**src/hw/rtl/jsv_pkg.sv**
```systemverilog
// ----------------------------------------------------------------------------
// jsv_pkg
// Types, grammar modes and character helpers of the JSON syntax validator.
// ----------------------------------------------------------------------------
package jsv_pkg;

	typedef enum logic [4:0] {
		M_VALUE     = 5'd0,
		M_ARR_FIRST = 5'd1,
		M_OBJ_FIRST = 5'd2,
		M_OBJ_KEY   = 5'd3,
		M_KEY       = 5'd4,
		M_KEY_ESC   = 5'd5,
		M_KEY_HEX   = 5'd6,
		M_COLON     = 5'd7,
		M_STR       = 5'd8,
		M_STR_ESC   = 5'd9,
		M_STR_HEX   = 5'd10,
		M_LIT       = 5'd11,
		M_N_MINUS   = 5'd12,
		M_N_ZERO    = 5'd13,
		M_N_INT     = 5'd14,
		M_N_DOT     = 5'd15,
		M_N_FRAC    = 5'd16,
		M_N_EXP     = 5'd17,
		M_N_ESIGN   = 5'd18,
		M_N_EDIG    = 5'd19,
		M_AFTER     = 5'd20,
		M_DONE      = 5'd21
	} mode_t;

	localparam logic [1:0] VERDICT_PENDING = 2'd0;
	localparam logic [1:0] VERDICT_VALID   = 2'd1;
	localparam logic [1:0] VERDICT_INVALID = 2'd2;

	localparam logic [1:0] LIT_TRUE  = 2'd0;
	localparam logic [1:0] LIT_FALSE = 2'd1;
	localparam logic [1:0] LIT_NULL  = 2'd2;

	localparam logic [6:0] LIMIT_RESET = 7'd64;

	typedef struct packed {
		logic push;
		logic pop;
		logic is_obj;
	} stack_op_t;

	function automatic logic is_ws(input logic [7:0] b);
		return (b == 8'h20) || (b == 8'h0a) || (b == 8'h0d) || (b == 8'h09);
	endfunction

	function automatic logic is_digit(input logic [7:0] b);
		return (b >= 8'h30) && (b <= 8'h39);
	endfunction

	function automatic logic is_hex(input logic [7:0] b);
		return is_digit(b) || ((b >= 8'h61) && (b <= 8'h66)) ||
			((b >= 8'h41) && (b <= 8'h46));
	endfunction

	function automatic logic is_num_term(input mode_t m);
		return (m == M_N_ZERO) || (m == M_N_INT) || (m == M_N_FRAC) || (m == M_N_EDIG);
	endfunction

	function automatic logic [2:0] lit_len(input logic [1:0] w);
		return (w == LIT_FALSE) ? 3'd5 : 3'd4;
	endfunction

	function automatic logic [7:0] lit_char(input logic [1:0] w, input logic [2:0] i);
		logic [7:0] c;
		c = 8'h00;
		case (w)
			LIT_TRUE: begin
				case (i)
					3'd0: c = "t";
					3'd1: c = "r";
					3'd2: c = "u";
					3'd3: c = "e";
					default: c = 8'h00;
				endcase
			end
			LIT_FALSE: begin
				case (i)
					3'd0: c = "f";
					3'd1: c = "a";
					3'd2: c = "l";
					3'd3: c = "s";
					3'd4: c = "e";
					default: c = 8'h00;
				endcase
			end
			default: begin
				case (i)
					3'd0: c = "n";
					3'd1: c = "u";
					3'd2: c = "l";
					3'd3: c = "l";
					default: c = 8'h00;
				endcase
			end
		endcase
		return c;
	endfunction

endpackage

```
**src/hw/rtl/jsv_in_if.sv**
```systemverilog
// ----------------------------------------------------------------------------
// jsv_in_if
// Byte channel into the validator.
// ----------------------------------------------------------------------------
interface jsv_in_if;
	logic       valid;
	logic       ready;
	logic [7:0] byte_value;
	logic       last_byte;

	modport source (output valid, output byte_value, output last_byte, input ready);
	modport sink (input valid, input byte_value, input last_byte, output ready);
endinterface

```
**src/hw/rtl/jsv_out_if.sv**
```systemverilog
// ----------------------------------------------------------------------------
// jsv_out_if
// Result channel out of the validator.
// ----------------------------------------------------------------------------
interface jsv_out_if;
	logic       valid;
	logic       ready;
	logic [1:0] verdict;
	logic [6:0] open_depth;
	logic       document_done;

	modport source (output valid, output verdict, output open_depth,
		output document_done, input ready);
	modport sink (input valid, input verdict, input open_depth,
		input document_done, output ready);
endinterface

```
**src/hw/rtl/jsv_stack.sv**
```systemverilog
// ----------------------------------------------------------------------------
// jsv_stack
// Container stack memory with a registered top entry. On every transfer the read
// port prefetches the entry below the top so that a pop has the new top one
// transfer later.
// ----------------------------------------------------------------------------
module jsv_stack
	import jsv_pkg::*;
#(
	parameter int MAX_DEPTH = 64,
	parameter int DW        = 7
) (
	input  logic          clk,
	input  logic          arst_n,
	input  logic          en,
	input  logic          clr,
	input  logic [DW-1:0] depth,
	input  stack_op_t     op,
	output logic          top
);

	localparam int AW = (MAX_DEPTH > 1) ? $clog2(MAX_DEPTH) : 1;

	logic          mem [MAX_DEPTH];
	logic          rd_q;
	logic          top_q;
	logic          pop_s1;
	logic [DW-1:0] rd_depth;

	assign top      = pop_s1 ? rd_q : top_q;
	assign rd_depth = depth - DW'(2);

	always_ff @(posedge clk) begin
		if (en && op.push) begin
			mem[depth[AW-1:0]] <= op.is_obj;
		end
		if (en) begin
			rd_q <= mem[rd_depth[AW-1:0]];
		end
	end

	always_ff @(posedge clk or negedge arst_n) begin
		if (!arst_n) begin
			pop_s1 <= 1'b0;
			top_q  <= 1'b0;
		end else if (en) begin
			pop_s1 <= op.pop && !clr;
			if (op.push) begin
				top_q <= op.is_obj;
			end else begin
				top_q <= top;
			end
		end
	end

endmodule

```
**src/hw/rtl/jsv_parse.sv**
```systemverilog
// ----------------------------------------------------------------------------
// jsv_parse
// Grammar step: next document state and stack operation for one byte.
// ----------------------------------------------------------------------------
module jsv_parse
	import jsv_pkg::*;
#(
	parameter int MAX_DEPTH = 64,
	parameter int DW        = 7
) (
	input  logic [7:0]    b,
	input  logic [6:0]    limit,
	input  logic          top,
	input  mode_t         mode,
	input  logic [DW-1:0] depth,
	input  logic [2:0]    hex_left,
	input  logic [1:0]    lit_w,
	input  logic [2:0]    lit_i,
	input  logic          err,
	output mode_t         n_mode,
	output logic [DW-1:0] n_depth,
	output logic [2:0]    n_hex,
	output logic [1:0]    n_lit_w,
	output logic [2:0]    n_lit_i,
	output logic          n_err,
	output stack_op_t     op
);

	localparam int LW = (DW > 7) ? DW : 7;
	localparam logic [LW-1:0] MAXD = LW'(MAX_DEPTH);

	logic [LW-1:0] lim;
	logic [LW-1:0] depth_x;

	assign depth_x = LW'(depth);
	assign lim     = (LW'(limit) > MAXD) ? MAXD : LW'(limit);

	always_comb begin
		mode_t      m;
		logic       go;
		logic       start;
		logic       cont;
		logic [1:0] w;
		logic [2:0] i;
		logic       close;
		logic       close_obj;

		n_mode    = mode;
		n_depth   = depth;
		n_hex     = hex_left;
		n_lit_w   = lit_w;
		n_lit_i   = lit_i;
		n_err     = err;
		op        = '0;
		m         = mode;
		go        = !err;
		start     = 1'b0;
		cont      = 1'b0;
		close     = 1'b0;
		close_obj = 1'b0;
		w         = (lit_w > LIT_NULL) ? LIT_NULL : lit_w;
		i         = (lit_i < lit_len(w)) ? lit_i : 3'd0;

		if (go && (mode inside {[M_N_MINUS:M_N_EDIG]})) begin
			case (mode)
				M_N_MINUS: begin
					if (b == "0") begin
						n_mode = M_N_ZERO; cont = 1'b1;
					end else if (is_digit(b)) begin
						n_mode = M_N_INT; cont = 1'b1;
					end
				end
				M_N_ZERO, M_N_INT: begin
					if (is_digit(b) && mode == M_N_INT) begin
						cont = 1'b1;
					end else if (b == ".") begin
						n_mode = M_N_DOT; cont = 1'b1;
					end else if (b == "e" || b == "E") begin
						n_mode = M_N_EXP; cont = 1'b1;
					end
				end
				M_N_DOT: begin
					if (is_digit(b)) begin
						n_mode = M_N_FRAC; cont = 1'b1;
					end
				end
				M_N_FRAC: begin
					if (is_digit(b)) begin
						cont = 1'b1;
					end else if (b == "e" || b == "E") begin
						n_mode = M_N_EXP; cont = 1'b1;
					end
				end
				M_N_EXP: begin
					if (b == "+" || b == "-") begin
						n_mode = M_N_ESIGN; cont = 1'b1;
					end else if (is_digit(b)) begin
						n_mode = M_N_EDIG; cont = 1'b1;
					end
				end
				M_N_ESIGN: begin
					if (is_digit(b)) begin
						n_mode = M_N_EDIG; cont = 1'b1;
					end
				end
				default: begin
					cont = is_digit(b);
				end
			endcase
			if (cont) begin
				go = 1'b0;
			end else if (!is_num_term(mode)) begin
				n_err = 1'b1;
				go    = 1'b0;
			end else begin
				m      = (depth != '0) ? M_AFTER : M_DONE;
				n_mode = m;
			end
		end

		if (go) begin
			case (m)
				M_VALUE: start = 1'b1;
				M_ARR_FIRST: begin
					if (b == "]") close = 1'b1;
					else start = 1'b1;
				end
				M_OBJ_FIRST, M_OBJ_KEY: begin
					if (!is_ws(b)) begin
						if (b == "\"") n_mode = M_KEY;
						else if (b == "}" && m == M_OBJ_FIRST) begin
							close = 1'b1; close_obj = 1'b1;
						end else n_err = 1'b1;
					end
				end
				M_KEY, M_STR: begin
					if (b == 8'h00) n_err = 1'b1;
					else if (b == "\\") n_mode = mode_t'(m + 5'd1);
					else if (b == "\"") begin
						if (m == M_KEY) n_mode = M_COLON;
						else n_mode = (depth != '0) ? M_AFTER : M_DONE;
					end
				end
				M_KEY_ESC, M_STR_ESC: begin
					case (b)
						"\"", "\\", "/", "b", "f", "n", "r", "t":
							n_mode = mode_t'(m - 5'd1);
						"u": begin
							n_hex  = 3'd4;
							n_mode = mode_t'(m + 5'd1);
						end
						default: n_err = 1'b1;
					endcase
				end
				M_KEY_HEX, M_STR_HEX: begin
					if (!is_hex(b)) n_err = 1'b1;
					else begin
						n_hex = hex_left - 3'd1;
						if (n_hex == 3'd0) n_mode = mode_t'(m - 5'd2);
					end
				end
				M_COLON: begin
					if (!is_ws(b)) begin
						if (b == ":") n_mode = M_VALUE;
						else n_err = 1'b1;
					end
				end
				M_LIT: begin
					if (b != lit_char(w, i)) n_err = 1'b1;
					else begin
						n_lit_i = i + 3'd1;
						if (n_lit_i >= lit_len(w))
							n_mode = (depth != '0) ? M_AFTER : M_DONE;
					end
				end
				M_AFTER: begin
					if (!is_ws(b)) begin
						if (b == ",") n_mode = top ? M_OBJ_KEY : M_VALUE;
						else if (b == "]") close = 1'b1;
						else if (b == "}") begin
							close = 1'b1; close_obj = 1'b1;
						end else n_err = 1'b1;
					end
				end
				M_DONE: begin
					if (!is_ws(b)) n_err = 1'b1;
				end
				default: n_err = 1'b1;
			endcase
		end

		if (start && !is_ws(b)) begin
			case (b)
				"\"": n_mode = M_STR;
				"[", "{": begin
					if (depth_x >= lim) n_err = 1'b1;
					else begin
						op.push   = 1'b1;
						op.is_obj = (b == "{");
						n_depth   = depth + DW'(1);
						n_mode    = (b == "{") ? M_OBJ_FIRST : M_ARR_FIRST;
					end
				end
				"t", "f", "n": begin
					n_lit_w = (b == "t") ? LIT_TRUE : (b == "f") ? LIT_FALSE : LIT_NULL;
					n_lit_i = 3'd1;
					n_mode  = M_LIT;
				end
				"-": n_mode = M_N_MINUS;
				"0": n_mode = M_N_ZERO;
				default: begin
					if (is_digit(b)) n_mode = M_N_INT;
					else n_err = 1'b1;
				end
			endcase
		end

		if (close) begin
			if (depth == '0 || top != close_obj) n_err = 1'b1;
			else begin
				op.pop  = 1'b1;
				n_depth = depth - DW'(1);
				n_mode  = (n_depth != '0) ? M_AFTER : M_DONE;
			end
		end
	end

endmodule

```
**src/hw/rtl/json_syntax_validator.sv**
```systemverilog
// ----------------------------------------------------------------------------
// json_syntax_validator
// Streaming JSON syntax check, one byte per transfer.
// Each byte's result is registered in the output register at its input transfer.
// Throughput: one byte per cycle while the output channel does not stall.
// Reset: asynchronous; document state cleared and nesting limit set to 64.
// The document state also returns to reset after each final byte.
// ----------------------------------------------------------------------------
module json_syntax_validator
	import jsv_pkg::*;
#(
	parameter int MAX_DEPTH = 64
) (
	input  logic       clk,
	input  logic       arst_n,
	input  logic       cfg_we,
	input  logic [6:0] cfg_wdata,
	jsv_in_if.sink     in_ch,
	jsv_out_if.source  out_ch
);

	localparam int DW = $clog2(MAX_DEPTH + 1);

	logic [6:0]    limit_q;
	mode_t         mode_q;
	logic [DW-1:0] depth_q;
	logic [2:0]    hex_q;
	logic [1:0]    lit_w_q;
	logic [2:0]    lit_i_q;
	logic          err_q;

	mode_t         n_mode;
	logic [DW-1:0] n_depth;
	logic [2:0]    n_hex;
	logic [1:0]    n_lit_w;
	logic [2:0]    n_lit_i;
	logic          n_err;
	stack_op_t     op;
	logic          top;
	logic          xfer;
	logic          last;

	logic          out_valid_q;
	logic [1:0]    verdict_q;
	logic [6:0]    depth_out_q;
	logic          done_q;
	logic [1:0]    verdict;

	assign in_ch.ready = !out_valid_q || out_ch.ready;
	assign xfer        = in_ch.valid && in_ch.ready;
	assign last        = in_ch.last_byte;

	jsv_stack #(.MAX_DEPTH(MAX_DEPTH), .DW(DW)) u_stack (
		.clk   (clk),
		.arst_n(arst_n),
		.en    (xfer),
		.clr   (last),
		.depth (depth_q),
		.op    (op),
		.top   (top)
	);

	jsv_parse #(.MAX_DEPTH(MAX_DEPTH), .DW(DW)) u_parse (
		.b       (in_ch.byte_value),
		.limit   (limit_q),
		.top     (top),
		.mode    (mode_q),
		.depth   (depth_q),
		.hex_left(hex_q),
		.lit_w   (lit_w_q),
		.lit_i   (lit_i_q),
		.err     (err_q),
		.n_mode  (n_mode),
		.n_depth (n_depth),
		.n_hex   (n_hex),
		.n_lit_w (n_lit_w),
		.n_lit_i (n_lit_i),
		.n_err   (n_err),
		.op      (op)
	);

	always_comb begin
		if (n_err) verdict = VERDICT_INVALID;
		else if (!last) verdict = VERDICT_PENDING;
		else if (n_mode == M_DONE || (n_depth == '0 && is_num_term(n_mode)))
			verdict = VERDICT_VALID;
		else verdict = VERDICT_INVALID;
	end

	always_ff @(posedge clk or negedge arst_n) begin
		if (!arst_n) begin
			limit_q     <= LIMIT_RESET;
			mode_q      <= M_VALUE;
			depth_q     <= '0;
			hex_q       <= '0;
			lit_w_q     <= '0;
			lit_i_q     <= '0;
			err_q       <= 1'b0;
			out_valid_q <= 1'b0;
		end else begin
			if (cfg_we) begin
				limit_q <= cfg_wdata;
			end
			if (xfer) begin
				out_valid_q <= 1'b1;
			end else if (out_ch.ready) begin
				out_valid_q <= 1'b0;
			end
			if (xfer) begin
				if (last) begin
					mode_q  <= M_VALUE;
					depth_q <= '0;
					hex_q   <= '0;
					lit_w_q <= '0;
					lit_i_q <= '0;
					err_q   <= 1'b0;
				end else begin
					mode_q  <= n_mode;
					depth_q <= n_depth;
					hex_q   <= n_hex;
					lit_w_q <= n_lit_w;
					lit_i_q <= n_lit_i;
					err_q   <= n_err;
				end
			end
		end
	end

	always_ff @(posedge clk) begin
		if (xfer) begin
			verdict_q   <= verdict;
			depth_out_q <= 7'(n_depth);
			done_q      <= last;
		end
	end

	assign out_ch.valid         = out_valid_q;
	assign out_ch.verdict       = verdict_q;
	assign out_ch.open_depth    = depth_out_q;
	assign out_ch.document_done = done_q;

	a_no_push_pop: assert property (@(posedge clk) disable iff (!arst_n)
		!(op.push && op.pop))
		else $error("push and pop in the same transfer");

	a_depth_max: assert property (@(posedge clk) disable iff (!arst_n)
		depth_q <= DW'(MAX_DEPTH))
		else $error("nesting depth above maximum");

	a_err_sticks: assert property (@(posedge clk) disable iff (!arst_n)
		xfer && err_q && !last |=> err_q)
		else $error("error cleared before final byte");

	a_reset_after_last: assert property (@(posedge clk) disable iff (!arst_n)
		xfer && last |=> depth_q == '0 && !err_q && mode_q == M_VALUE)
		else $error("document state not cleared after final byte");

endmodule

```
**src/flat_wrapper.sv**
```systemverilog
// flat-port wrapper written by rule: the top's interface ports become plain ports
module json_syntax_validator_flat import jsv_pkg::*;
#(
	parameter int MAX_DEPTH = 64
)
  (clk, arst_n, cfg_we, cfg_wdata, in_ch_valid, in_ch_byte_value, in_ch_last_byte, in_ch_ready, out_ch_valid, out_ch_verdict, out_ch_open_depth, out_ch_document_done, out_ch_ready);
  jsv_in_if in_ch_i ();
  jsv_out_if out_ch_i ();
  input  logic clk;
  input  logic arst_n;
  input  logic cfg_we;
  input  logic [6:0] cfg_wdata;
  input wire logic [$bits(in_ch_i.valid)-1:0] in_ch_valid;
  input wire logic [$bits(in_ch_i.byte_value)-1:0] in_ch_byte_value;
  input wire logic [$bits(in_ch_i.last_byte)-1:0] in_ch_last_byte;
  output wire logic [$bits(in_ch_i.ready)-1:0] in_ch_ready;
  output wire logic [$bits(out_ch_i.valid)-1:0] out_ch_valid;
  output wire logic [$bits(out_ch_i.verdict)-1:0] out_ch_verdict;
  output wire logic [$bits(out_ch_i.open_depth)-1:0] out_ch_open_depth;
  output wire logic [$bits(out_ch_i.document_done)-1:0] out_ch_document_done;
  input wire logic [$bits(out_ch_i.ready)-1:0] out_ch_ready;
  assign in_ch_i.valid = in_ch_valid;
  assign in_ch_i.byte_value = in_ch_byte_value;
  assign in_ch_i.last_byte = in_ch_last_byte;
  assign in_ch_ready = in_ch_i.ready;
  assign out_ch_valid = out_ch_i.valid;
  assign out_ch_verdict = out_ch_i.verdict;
  assign out_ch_open_depth = out_ch_i.open_depth;
  assign out_ch_document_done = out_ch_i.document_done;
  assign out_ch_i.ready = out_ch_ready;
  json_syntax_validator #(.MAX_DEPTH(MAX_DEPTH)) u_core (.clk(clk), .arst_n(arst_n), .cfg_we(cfg_we), .cfg_wdata(cfg_wdata), .in_ch(in_ch_i), .out_ch(out_ch_i));
endmodule
```
**config.mk**
```make
export PLATFORM = sky130hd
export DESIGN_NAME = json_syntax_validator_flat
export DESIGN_NICKNAME = d
export VERILOG_FILES = /design/src/hw/rtl/jsv_pkg.sv /design/src/hw/rtl/jsv_in_if.sv /design/src/hw/rtl/jsv_out_if.sv /design/src/hw/rtl/jsv_stack.sv /design/src/hw/rtl/jsv_parse.sv /design/src/hw/rtl/json_syntax_validator.sv /design/src/flat_wrapper.sv
export SDC_FILE = /design/constraint.sdc
export NUM_CORES = 1
export LEC_CHECK = 0
export CAP_MARGIN = 20
export CORE_ASPECT_RATIO = 0.8
export CORE_MARGIN = 2
export CORE_UTILIZATION = 29
export CTS_BUF_LIST = sky130_fd_sc_hd__clkbuf_8
export CTS_CLUSTER_DIAMETER = 30
export DETAILED_ROUTE_END_ITERATION = 8
export DONT_BUFFER_PORTS = 1
export PLACE_DENSITY_LB_ADDON = 0.25
export SETUP_SLACK_MARGIN = 0.3
export SLEW_MARGIN = 5
export SYNTH_ARGS = -nofsm -noshare
export SYNTH_HDL_FRONTEND = slang
export SYNTH_SLANG_ARGS = --single-unit
```
**constraint.sdc**
```tcl
create_clock -name clk -period 14.1 [get_ports clk]
set_clock_uncertainty 0.2 [all_clocks]
set_input_delay 2.82 -clock clk [delete_from_list [all_inputs] [get_ports clk]]
set_output_delay 2.82 -clock clk [all_outputs]
set_load 0.02 [all_outputs]
```
==> impl_metrics.ini <==
[floorplanning]
start_util_pct = 29.5
coreArea_mm2 = 0.0263
dieArea_mm2 = 0.0281
io_pins = 33
die_w_um = 187
row_count = 53
die_y_um = 150

[timing]
drv_slew = 0
max_freq_mhz = 117
setup_violations = 0
hold_violations = 0
min_period_over_period_pct = 60.7
maxSlewHeadroom_pct = 23.8
rsz0062_at_grt = no
finalCriticalPeriod_ns = 8.56
worstMarginPinSlew_ns = 1.13
finalSetupTns_ns = 0

[route]
wl_mm = 23.5
avgViaCountPerCell = 5.59
drc = 0
first_pass_iters = 5
ant_nets = 0
drt-initial-drc-count = 763
num_vias = 6426
wl_per_cell_um = 20.4

[synth]
synthArstFlopShare_pct = 29.2
syn_avg_cell_area_um2 = 9.48
ys.flop_type = edfxtp_1
yosys-top-cells-area = edfxtp_1 (29%), dfrtp_1 (9.7%), mux4_2 (5.8%), nor2_1 (5.4%), ha_1 (4.5%)
synth_warnings = 0
synth_cell_type_count = 91
ys_seq_area_share_pct = 39.0
syn_area_mm2 = 0.00776
synth_edf_count = 75
synth_top_cell_by_area = edfxtp_1
synth.net_count = 867
ys_seq_elements = 106
synth_top_area_share_pct = 29.0
synth_cells = 818

[critical_path]
reg2regPathDepth = 17
critPathKind = in2reg
critPathLaunch = in_ch_byte_value[7]
critical_path_arrival_ns = 8.47
rrSetupSlack_ns = 7.48
r2r-end = u_core.out_ch.verdict[1]
crit_path_start_kind = input port
cp_max_fo = 15
critPathRequiredTime_ns = 14.02
r2r-start = u_core.mode_q[1]
endpoint_kind = register

[final_layout]
area_delta_synth_final_pct = 7.18
final_common_cell = nor2_1
final_cell_mix = nor2_1 (111), edfxtp_1 (75), nand2_1 (72)
drive_above_1_share_pct = 10.7
antenna_cells = 0
fin_util_pct = 31.7
fill_cells = 2772
num-nets-final = 837

[clock_tree]
clk_latency_ns = 0.38
cts-hold-fix-buffers = 0
cts_tree = built
clockBufferDepth = 2
htree_num_levels = 3
numCtsBuffers = 9
clock-root-buffer = clkbuf_8
cts_num_sinks = 106
cts_setup_buffers = 0
clk_pin_slew_ns = 0.10
post_cts_resized = 0

[flow_run]
drv_cap = 0

[grt]
grt_pass1_vias = 6118
grt.total_usage_pct = 16.8
grt_overflow = 0
antenna_found_initial = 0
grt_start_max_net_pins = 66
grt_pass1_wl_mm = 36.6

[placed_design]
portBuffers = 0
gp_congestion = 0.984
hpwl_mm = 16.8

[power]
power_leakage_nw = 2.85
p_total_mw = 0.666
powerDensity_mw_per_mm2 = 80.1
ir_drop_mv = 0.0384

[run_status]
status = finished clean

[hold_path]
hp-start = u_core.u_stack.top_q
hold_class = reg2reg
holdPathStages = 2
min_to = u_core.u_stack.top_q
-- sequential cells by signal, summed over array words and instances (netlist names) --
name / count
u_core.err_q: 1
u_core.mode_q: 5
u_core.limit_q: 7
u_core.u_stack.mem: 64
u_core.hex_q: 3
u_core.u_stack.top_q: 1
u_core.out_ch.open_depth: 7
u_core.out_ch.document_done: 1
u_core.lit_w_q: 2
u_core.u_stack.rd_q: 1
u_core.u_stack.pop_s1: 1
u_core.out_ch.verdict: 2
u_core.depth_q: 7
u_core.out_ch.valid: 1
u_core.lit_i_q: 3
-- power breakdown --
part	internal (mW)	total, mW	switching [mW]
Clock	0.104	0.209	0.105
Sequential	0.339	0.350	0.0107
Combinational	0.0423	0.106	0.0640
-- cells by family (layout without fill, tap and decap cells) --
logic type / Yosys count / count (layout) / share of synthesized area, %
AO/OA/AOI/OAI: 198 / 198 / 18.5
XOR/XNOR: 22 / 22 / 2.48
adder cells (fa/ha/maj): 28 / 28 / 4.52
buffers and inverters: 79 / 54 / 4.08
flip-flops: 106 / 106 / 39.0
multiplexers: 35 / 35 / 7.87
AND/OR/NAND/NOR: 350 / 350 / 23.5
-- metal layers --
metal	share of wire [%]	global-route usage, %	vias to the layer above
li1	-	-	3047
met1	49	25.3	3086
met2	40	23.5	269
met3	9.7	5.08	24
met4	1.1	3.21	0
met5	0	0	-
-- final cells by class --
class / count / area (um^2) / share of cell area, %
sequential: 106 / 3030 / 36.4
timing repair buffer: 12 / 103 / 1.23
multi-input combinational: 633 / 4420 / 53.2
tap: 357 / 447 / 5.37
inverter: 26 / 97.6 / 1.17
clock buffer: 10 / 138 / 1.66
clock inverter: 6 / 81.3 / 0.978
-- per-stage QoR --
stage          hold slack (ns)  area (um^2)  cells  setup slack, ns
3_3_place_gp             0.268         8080   1133             5.47
2_1_floorplan            0.249         7760    818             6.34
6_report                 0.312         8310   1150             5.54
5_1_grt                  0.320         8310   1150             5.14
3_5_place_dp             0.284         8080   1133             5.27
4_1_cts                  0.309         8290   1149             5.68
-- worst max path at each step --
stage                                          end  slack, ns  depth (start not counted)
after detailed placement  u_core.out_ch.verdict[1]       5.27                         17
after CTS                 u_core.out_ch.verdict[1]       5.68                         17
after global routing      u_core.out_ch.verdict[1]       5.14                         17
after floorplan           u_core.out_ch.verdict[1]       6.34                         21
final                     u_core.out_ch.verdict[1]       5.54                         17
after global placement    u_core.out_ch.verdict[1]       5.47                         17
-- Yosys cell counts, types with 6 or more instances --
cell      instances
a211oi_1         12
a21o_1            6
a21oi_1          33
a22oi_1           6
a31oi_1           6
and2_1           13
and3_1            7
buf_1             9
buf_2            10
clkbuf_1         32
dfrtp_1          30
edfxtp_1         75
ha_1             28
inv_1            26
mux2_2            8
mux2i_1           7
mux4_2           20
nand2_1          72
nand2b_1         12
nand3_1          23
nand4_1          12
nor2_1          111
nor2b_1           8
nor3_1           26
nor3b_1           6
nor4_1            8
o211ai_1          7
o21ai_0          40
o22ai_1          12
o31ai_1           8
or3_1            10
xnor2_1          12
xor2_1           10
-- critical path, cell delays in order --
cell,delay [ns]
and4bb_1,0.54
nand2_2,0.25
a32o_1,0.41
and2_1,0.31
a21oi_1,0.39
ha_1,0.60
nand3_1,0.23
a211o_1,0.33
nand2_1,0.07
o31ai_1,0.11
nor4_2,0.86
nor4b_1,0.37
a31oi_1,0.09
xnor2_1,0.17
or4_1,0.57
o41ai_2,0.24
o21ai_0,0.11
(Power assumes the default switching activity.)
